[src/rtl/core/qpd_pkg.sv]
package qpd_pkg;

  localparam logic [7:0] CharEq    = 8'h3D;
  localparam logic [7:0] CharCr    = 8'h0D;
  localparam logic [7:0] CharLf    = 8'h0A;
  localparam logic [7:0] CharTab   = 8'h09;
  localparam logic [7:0] CharVt    = 8'h0B;
  localparam logic [7:0] CharFf    = 8'h0C;
  localparam logic [7:0] CharSpace = 8'h20;
  localparam logic [7:0] CharPlus  = 8'h2B;
  localparam logic [7:0] CharMinus = 8'h2D;

  // Depth of the output queue: room for the two words that one input word can
  // cause while one earlier word may still be waiting.
  localparam int unsigned QueueDepth = 3;

  typedef struct packed {
    logic [7:0] data;
    logic       last;
  } qpd_word_t;

  typedef struct packed {
    logic [1:0] num;
    logic [7:0] first;
    logic [7:0] second;
  } qpd_res_t;

  // Hex digit value: bit 4 set when the character is a hex digit.
  function automatic logic [4:0] hex_val(input logic [7:0] c);
    logic [4:0] v;
    v = '0;
    if (c >= 8'h30 && c <= 8'h39) begin
      v = {1'b1, c[3:0]};
    end else if ((c >= 8'h61 && c <= 8'h66) || (c >= 8'h41 && c <= 8'h46)) begin
      v = {1'b1, c[3:0] + 4'd9};
    end
    return v;
  endfunction

  // Value of an escape '=' X Y, as a base-16 string parse of X Y, mod 256.
  function automatic logic [7:0] decode_pair(input logic [7:0] x, input logic [7:0] y);
    logic [4:0] hx;
    logic [4:0] hy;
    logic       ws;
    logic [7:0] r;
    hx = hex_val(x);
    hy = hex_val(y);
    ws = (x == CharSpace) || (x == CharTab) || (x == CharLf) || (x == CharVt) ||
         (x == CharFf) || (x == CharCr);
    r  = '0;
    if (hx[4]) begin
      r = hy[4] ? {hx[3:0], hy[3:0]} : {4'd0, hx[3:0]};
    end else if (hy[4]) begin
      if (ws || x == CharPlus) begin
        r = {4'd0, hy[3:0]};
      end else if (x == CharMinus) begin
        r = 8'd0 - {4'd0, hy[3:0]};
      end
    end
    return r;
  endfunction

endpackage

[src/rtl/core/qpd_if.sv]
interface qpd_in_if;
  logic       valid;
  logic       ready;
  logic [7:0] in_byte;
  logic       in_last;

  modport source (output valid, output in_byte, output in_last, input ready);
  modport sink (input valid, input in_byte, input in_last, output ready);
endinterface

interface qpd_out_if;
  logic       valid;
  logic       ready;
  logic [7:0] out_byte;
  logic       run_last;

  modport source (output valid, output out_byte, output run_last, input ready);
  modport sink (input valid, input out_byte, input run_last, output ready);
endinterface

[src/rtl/core/qpd_escape.sv]
module qpd_escape import qpd_pkg::*; (
  input  logic       clk_i,
  input  logic       rst_ni,
  input  logic       accept_i,
  input  logic [7:0] byte_i,
  input  logic       last_i,
  output qpd_res_t   res_o
);

  localparam logic [1:0] PhIdle = 2'd0;
  localparam logic [1:0] PhEq   = 2'd1;
  localparam logic [1:0] PhHeld = 2'd2;

  logic [1:0] phase_q, phase_d;
  logic [7:0] held_q, held_d;
  qpd_res_t   res;

  always_comb begin
    phase_d = PhIdle;
    held_d  = held_q;
    res     = '0;
    case (phase_q)
      PhEq: begin
        if (byte_i == CharLf) begin
          res.num = 2'd0;
        end else if (last_i) begin
          res.num    = 2'd2;
          res.first  = CharEq;
          res.second = byte_i;
        end else begin
          held_d  = byte_i;
          phase_d = PhHeld;
        end
      end
      PhHeld: begin
        if (!(held_q == CharCr && byte_i == CharLf)) begin
          res.num   = 2'd1;
          res.first = decode_pair(held_q, byte_i);
        end
      end
      default: begin
        if (byte_i == CharEq) begin
          if (last_i) begin
            res.num   = 2'd1;
            res.first = CharEq;
          end else begin
            phase_d = PhEq;
          end
        end else begin
          res.num   = 2'd1;
          res.first = byte_i;
        end
      end
    endcase
  end

  assign res_o = res;

  always_ff @(posedge clk_i or negedge rst_ni) begin
    if (!rst_ni) begin
      phase_q <= PhIdle;
      held_q  <= '0;
    end else if (accept_i) begin
      phase_q <= phase_d;
      held_q  <= held_d;
    end
  end

  // An escape never survives the end of the input.
  a_last_idle: assert property (@(posedge clk_i) disable iff (!rst_ni)
    accept_i && last_i |=> phase_q == PhIdle)
    else $error("escape pending after last word");

endmodule

[src/rtl/core/quoted_printable_decoder.sv]
// Channel  Dir  Payload             Handshake
// in_i     in   in_byte, in_last    valid/ready
// out_o    out  out_byte, run_last  valid/ready
//
// One input word is taken per cycle while the queue has room; its results are
// written into the output queue when it is taken. A word that causes two results
// (an '=' and the final byte) fills two queue entries, so the next input word waits.
// Input is accepted while at most one result waits in the queue.
// Reset clears the escape state and empties the queue.
module quoted_printable_decoder import qpd_pkg::*; (
  input logic      clk_i,
  input logic      rst_ni,
  qpd_in_if.sink   in_i,
  qpd_out_if.source out_o
);

  qpd_word_t  queue_q [QueueDepth];
  qpd_word_t  queue_d [QueueDepth];
  logic [1:0] cnt_q, cnt_d;
  logic [1:0] base;
  logic       in_acc;
  logic       pop;
  qpd_res_t   res;

  assign in_i.ready = (cnt_q <= 2'd1);
  assign in_acc     = in_i.valid && in_i.ready;
  assign pop        = out_o.valid && out_o.ready;

  qpd_escape u_escape (
    .clk_i    (clk_i),
    .rst_ni   (rst_ni),
    .accept_i (in_acc),
    .byte_i   (in_i.in_byte),
    .last_i   (in_i.in_last),
    .res_o    (res)
  );

  always_comb begin
    for (int i = 0; i < QueueDepth; i++) begin
      queue_d[i] = queue_q[i];
    end
    if (pop) begin
      for (int i = 0; i < QueueDepth - 1; i++) begin
        queue_d[i] = queue_q[i+1];
      end
    end
    base  = cnt_q - {1'b0, pop};
    cnt_d = base;
    if (in_acc) begin
      for (int i = 0; i < QueueDepth; i++) begin
        if (res.num != 2'd0 && 2'(i) == base) begin
          queue_d[i] = '{data: res.first, last: (res.num == 2'd1)};
        end
        if (res.num == 2'd2 && 2'(i) == base + 2'd1) begin
          queue_d[i] = '{data: res.second, last: 1'b1};
        end
      end
      cnt_d = base + res.num;
    end
  end

  always_ff @(posedge clk_i or negedge rst_ni) begin
    if (!rst_ni) begin
      cnt_q <= '0;
    end else begin
      cnt_q <= cnt_d;
    end
  end

  always_ff @(posedge clk_i) begin
    for (int i = 0; i < QueueDepth; i++) begin
      queue_q[i] <= queue_d[i];
    end
  end

  assign out_o.valid    = (cnt_q != 2'd0);
  assign out_o.out_byte = queue_q[0].data;
  assign out_o.run_last = queue_q[0].last;

  a_room: assert property (@(posedge clk_i) disable iff (!rst_ni)
    in_acc |-> cnt_q <= 2'd1)
    else $error("word accepted without room for two results");

  a_pair: assert property (@(posedge clk_i) disable iff (!rst_ni)
    in_acc && res.num == 2'd2 && !pop |=> cnt_q == $past(cnt_q) + 2'd2)
    else $error("result pair not queued");

  a_first_of_pair: assert property (@(posedge clk_i) disable iff (!rst_ni)
    in_acc && res.num == 2'd2 && cnt_q == 2'd0 |=> !out_o.run_last)
    else $error("first of a result pair flagged as last");

endmodule

[src/flat_wrapper.sv]
// flat-port wrapper written by rule: the top's interface ports become plain ports
module quoted_printable_decoder_flat import qpd_pkg::*;
  (clk_i, rst_ni, in_i_valid, in_i_in_byte, in_i_in_last, in_i_ready, out_o_valid, out_o_out_byte, out_o_run_last, out_o_ready);
  qpd_in_if in_i_i ();
  qpd_out_if out_o_i ();
  input logic clk_i;
  input logic rst_ni;
  input wire logic [$bits(in_i_i.valid)-1:0] in_i_valid;
  input wire logic [$bits(in_i_i.in_byte)-1:0] in_i_in_byte;
  input wire logic [$bits(in_i_i.in_last)-1:0] in_i_in_last;
  output wire logic [$bits(in_i_i.ready)-1:0] in_i_ready;
  output wire logic [$bits(out_o_i.valid)-1:0] out_o_valid;
  output wire logic [$bits(out_o_i.out_byte)-1:0] out_o_out_byte;
  output wire logic [$bits(out_o_i.run_last)-1:0] out_o_run_last;
  input wire logic [$bits(out_o_i.ready)-1:0] out_o_ready;
  assign in_i_i.valid = in_i_valid;
  assign in_i_i.in_byte = in_i_in_byte;
  assign in_i_i.in_last = in_i_in_last;
  assign in_i_ready = in_i_i.ready;
  assign out_o_valid = out_o_i.valid;
  assign out_o_out_byte = out_o_i.out_byte;
  assign out_o_run_last = out_o_i.run_last;
  assign out_o_i.ready = out_o_ready;
  quoted_printable_decoder u_core (.clk_i(clk_i), .rst_ni(rst_ni), .in_i(in_i_i), .out_o(out_o_i));
endmodule
[config.mk]
export PLATFORM = sky130hd
export DESIGN_NAME = quoted_printable_decoder_flat
export DESIGN_NICKNAME = d
export VERILOG_FILES = /design/src/rtl/core/qpd_pkg.sv /design/src/rtl/core/qpd_if.sv /design/src/rtl/core/qpd_escape.sv /design/src/rtl/core/quoted_printable_decoder.sv /design/src/flat_wrapper.sv
export SDC_FILE = /design/constraint.sdc
export NUM_CORES = 1
export LEC_CHECK = 0
export ABC_AREA = 1
export BUFFER_PORTS_ARGS = -buffer_cell sky130_fd_sc_hd__buf_4
export CAP_MARGIN = 20
export CORE_MARGIN = 3
export CORE_UTILIZATION = 40
export DETAILED_ROUTE_END_ITERATION = 8
export SLEW_MARGIN = 25
export SYNTH_ARGS = -nofsm -noshare
export SYNTH_HDL_FRONTEND = slang
export SYNTH_HIERARCHICAL = 1
export SYNTH_SLANG_ARGS = --single-unit
[constraint.sdc]
create_clock -name clk_i -period 2.49 [get_ports clk_i]
set_input_delay 0.3735 -clock clk_i [delete_from_list [all_inputs] [get_ports clk_i]]
set_output_delay 0.3735 -clock clk_i [all_outputs]
set_load 0.005 [all_outputs]
### Word-level counts from Yosys, hierarchy flattened

Memories as Yosys holds them, arrays and structs flattened.
Cells that the tools add are included.

* eq/ne operators: 18
* order comparisons: 13
* add/sub/neg operators: 6
* reduce and logical (&&, ||, !) cells: 28
* mux-type cells: 35
* bitwise operators: 2

Operators by type and width (count)
* 9-bit 2-to-1 mux: 8
* 8-bit by 4-bit equality test with 1-bit output (second input constant): 6
* 8-bit 2-to-1 mux: 6
* 5-bit 2-to-1 mux: 8
* 18-bit 2-to-1 mux: 2
* 8-bit by 6-bit equality test with 1-bit output (second input constant): 4
* 8-bit by 7-bit >= comparator with 1-bit output (second input constant): 4
* 8-bit by 7-bit less-or-equal comparator with 1-bit output (second input constant): 4
* 27-bit 2-to-1 mux: 1
* 10-bit one-hot mux with 2 select lines: 1
* 8-bit by 6-bit >= comparator with 1-bit output (second input constant): 2
* 8-bit by 6-bit less-or-equal comparator with 1-bit output (second input constant): 2
* 16-bit 2-to-1 mux: 1
* 1-bit logical AND: 15
* 10-bit 2-to-1 mux: 1
* 4-bit adder (second input constant): 2
* 1-bit logical OR: 8
* 2-bit 2-to-1 mux: 4
* 1-bit by 4-bit subtractor with 5-bit output (first input constant): 1
* 1-bit by 2-bit equality test with 1-bit output (first input constant): 2
* 2-bit by 1-bit equality test with 1-bit output (second input constant): 2
* 2-bit equality test (first input constant): 2
* 2-bit equality test (second input constant): 2
* 2-bit zero test: 2
* other kinds (9): 12

* input bits: 13
* word-level logic and storage cells: 106
* flip-flop bits (word level): 12
* RAM bits: 27
* output and inout bits: 11
* memories kept: 1

Memory list
* u_core.queue_q: depth 3, bits a word 9, read ports 3, clocked after memory_dff 0, write ports 3, line quoted_printable_decoder.sv:17 `qpd_word_t queue_q [QueueDepth];`

### Depth between registers and ports, before layout

* depth after elaboration: 19
* mapped depth: 22
* gate-level depth less buffers: 22

### By module

The synthesis kept the hierarchy.

By module, submodules not included
* quoted_printable_decoder: times used 1, cells an instance 247, area each 1707.9 sq um
* qpd_escape: times used 1, cells an instance 238, area each 1425.1 sq um

### Worst setup path after synthesis

No wires, ideal clock.

* path type: in2reg
* start point: in in_i_in_byte[1]
* end point: mem u_core/queue_q[0][18] (netlist bit), enable pin
* path slack: -285 ps
* arrival: 2397 ps
* cell stages on the path: 13
* library setup time: 378 ps
* cells stage by stage: inv_1 -> ha_1 -> inv_1 -> nor3_1 -> inv_1 -> o21ai_1 -> o21ai_0 -> inv_1 -> nand2_1 -> inv_1 -> nand2_2 -> buf_6 -> a21oi_1

RTL lines
* start: declaration: line flat_wrapper.sv:9 `input wire logic [$bits(in_i_i.in_byte)-1:0] in_i_in_byte;`
* end: declaration: line quoted_printable_decoder.sv:17

==> impl_metrics.env <==
export IMPL_whs_ns=0.386
export IMPL_cts_num_sinks=39
export IMPL_reg2reg_to="u_core/queue_q[0][24]"
export IMPL_synth_edf_count=9
export IMPL_ys_ff_latch=39
export IMPL_cp_arrival_ns=2.29
export IMPL_synth_area_leaders="nand2_1 (17%), dfxtp_1 (12%), nand3_1 (12%), dfrtp_1 (9.6%), edfxtp_1 (8.6%)"
export IMPL_critPathLaunchType="flip-flop"
export IMPL_insertion_delay_ns=0.30
export IMPL_clk_pin_slew_ns=0.08
export IMPL_drt_iter0_drc=133
export IMPL_slew_headroom_pct=69.8
export IMPL_finalCriticalPeriod_ns=2.27
export IMPL_synth_cells=485
export IMPL_dp_hpwl_microns=6640
export IMPL_ys_async_sr_fraction_pct=30.8
export IMPL_vdd_drop_max_uv=233
export IMPL_cts_root_buf="clkbuf_8"
export IMPL_yosys_warnings=6
export IMPL_postRouteAntennaNets=0
export IMPL_synth_flop_cell="dfxtp_1"
export IMPL_synth_top_area_share_pct=16.5
export IMPL_via_per_inst=5.02
export IMPL_grt_setup_unrepaired="no"
export IMPL_outcome="completed"
export IMPL_worst_r2r_path_depth=15
export IMPL_hold_depth=4
export IMPL_clock_skew_ns=0.00712
export IMPL_yosysUniqueCellTypes=37
export IMPL_p_leak_nw=1.93
export IMPL_yosys_area_top_type="nand2_1"
export IMPL_grt_max_degree=26
export IMPL_diodes=0
export IMPL_hold_viol=0
export IMPL_setup_viol=0
export IMPL_io_pins=24
export IMPL_utilization_pct=50.6
export IMPL_cts_setup_buffers=0
export IMPL_final_nets=556
export IMPL_drtPass1Iterations=5
export IMPL_die_w_microns=94.5
export IMPL_antenna_found_initial=0
export IMPL_design_area_sq_um=3750
export IMPL_totalPowerFinal_mw=2.73
export IMPL_coreArea_sq_um=7410
export IMPL_vias=3170
export IMPL_wl_per_cell_microns=13.6
export IMPL_drv_slew=0
export IMPL_numCtsBuffers=5
export IMPL_cp_end_kind="flip-flop"
export IMPL_crit_fanout=9
export IMPL_holdPathEnd="u_core/u_escape/phase_q[0]"
export IMPL_drv_cap=0
export IMPL_track_usage_pct=20.5
export IMPL_first_global_vias=3110
export IMPL_syn_area_per_cell_sq_um=6.46
export IMPL_ctsHtreeMaxLevel=2
export IMPL_synth_nets=510
export IMPL_reg2reg_slack_ns=0.22
export IMPL_place_congestion=0.884
export IMPL_power_per_cell_area_nw_per_um2=729
export IMPL_chipHeight_microns=94.5
export IMPL_die_area_sq_um=8930
export IMPL_start_util_pct=42.3
export IMPL_worstHoldStart="in_i_in_last"
export IMPL_synth_seq_area_share_pct=29.7
export IMPL_worst_pin_slew_ns=0.452
export IMPL_clock_fmax_mhz=441
export IMPL_portBuffers=23
export IMPL_fin_crit_sh_pct=91.2
export IMPL_grt_pass1_wl_microns=14400
export IMPL_grt_ovfl_total=0
export IMPL_routed_wl_microns=8550
export IMPL_required_ns=2.51
export IMPL_placed_cell_area_sq_um=3590
export IMPL_drive_gt1_share_pct=20.7
export IMPL_fp_row_count=31
export IMPL_min_path_type="input port to flip-flop"
export IMPL_drc=0
export IMPL_clk_path_buf_depth=2
export IMPL_worstReg2RegStart="u_core/u_escape/held_q[1]"
export IMPL_path_class="flip-flop to flip-flop"
export IMPL_cts_tree="yes"
export IMPL_area_growth_pct=19.7
export IMPL_synth_area_sq_um=3130
through the flow:
stage | TNS (ns) | std cells | setup WS (ns)
6_report | 0 | 631 | 0.220
5_1_grt | 0 | 631 | 0.00353
4_1_cts | 0 | 631 | 0.121
3_5_place_dp | -0.377 | 622 | -0.136
3_3_place_gp | -0.0589 | 622 | -0.0589
2_1_floorplan | 0 | 485 | 0.0260
power by group:
group,internal (mW),switching (mW)
sequential,0.859,0.114
combinational,0.496,0.709
clock,0.299,0.258
total,1.65,1.08
state kept, by name (all words and copies together) (netlist names):
name                     cells
u_core/u_escape/phase_q      2
u_core/u_escape/held_q       8
u_core/queue_q              27
u_core/cnt_q                 2
area by class of cell:
type                    instances  area [sq um]
well taps                      99           124
fillers                       760          3660
inverters                      75           282
multi-input cells             354          1850
clock buffers                   5          68.8
flip-flops and latches         39           932
repair buffers                 56           448
clock inverters                 3          43.8
critical path: stages (launching register included):
cell and delay, ns:
dfrtp_1 0.44, inv_2 0.11, ha_1 0.18, inv_1 0.06
nor2_1 0.13, nand2_1 0.08, inv_1 0.06, nand2_1 0.05
nand2_1 0.07, o21ai_1 0.10, inv_1 0.09, nand2_1 0.10
inv_1 0.10, nand2_2 0.10, a21oi_4 0.16, buf_12 0.14
worst max path at each step:
stage	startpoint	end	slack, ns	cells past startpoint
2_1_floorplan	in_i_in_byte[1]	u_core/queue_q[0][18]	0.03	13
3_3_place_gp	in_i_in_byte[1]	u_core/queue_q[0][16]	-0.06	24
3_5_place_dp	in_i_in_byte[1]	u_core/queue_q[0][16]	-0.14	23
4_1_cts	u_core/u_escape/held_q[1]	u_core/queue_q[0][21]	0.12	14
5_1_grt	u_core/u_escape/held_q[1]	u_core/queue_q[0][26]	0.004	16
6_report	u_core/u_escape/held_q[1]	u_core/queue_q[0][24]	0.22	15
synth_stat cells, types with 10 or more instances:
master and count:
inv_1 69, ha_1 12, nand3_1 72, dfxtp_1 18, nand4_1 12, a21oi_1 11, nand2_2 10, nand2_1 138
nor2_1 34, o21ai_0 27, dfrtp_1 12
per-layer routing:
metal | global-route usage (%) | part of all wire [%] | up-vias
met2 | 35.0 | 48 | 69
met1 | 27.0 | 46 | 1445
met5 | 0 | 0 | -
met4 | 6.01 | 1.4 | 0
met3 | 2.71 | 3.8 | 10
li1 | - | - | 1646
layout by cell type (no fill, tap or decap), types with 10 or more instances in the layout:
master   count
o21ai_0     26
dfxtp_1     18
a21oi_1     10
buf_4       53
nand4_1     12
nand3_1     71
ha_1        10
nor2_1      31
nand2_1    135
inv_1       67
dfrtp_1     11
nand2_2     13
logic make-up after synthesis:
| group | after synthesis | synth area share [%] |
|---|---|---|
| buffers and inverters | 92 | 12.6 |
| XOR/XNOR | 2 | 0.559 |
| AND/OR/NAND/NOR | 289 | 43.5 |
| AO/OA/AOI/OAI | 51 | 8.87 |
| flip-flops | 39 | 29.7 |
| adder cells (fa/ha/maj) | 12 | 4.79 |
what timing repair did:
item | in CTS | in global routing
endpoints found under the hold margin | 12 | 0
resized for setup | 0 | 14
endpoints found under the setup margin | 0 | 32
hold buffers | 1 | 0
No activity file was read; power rests on OpenSTA's default activity.
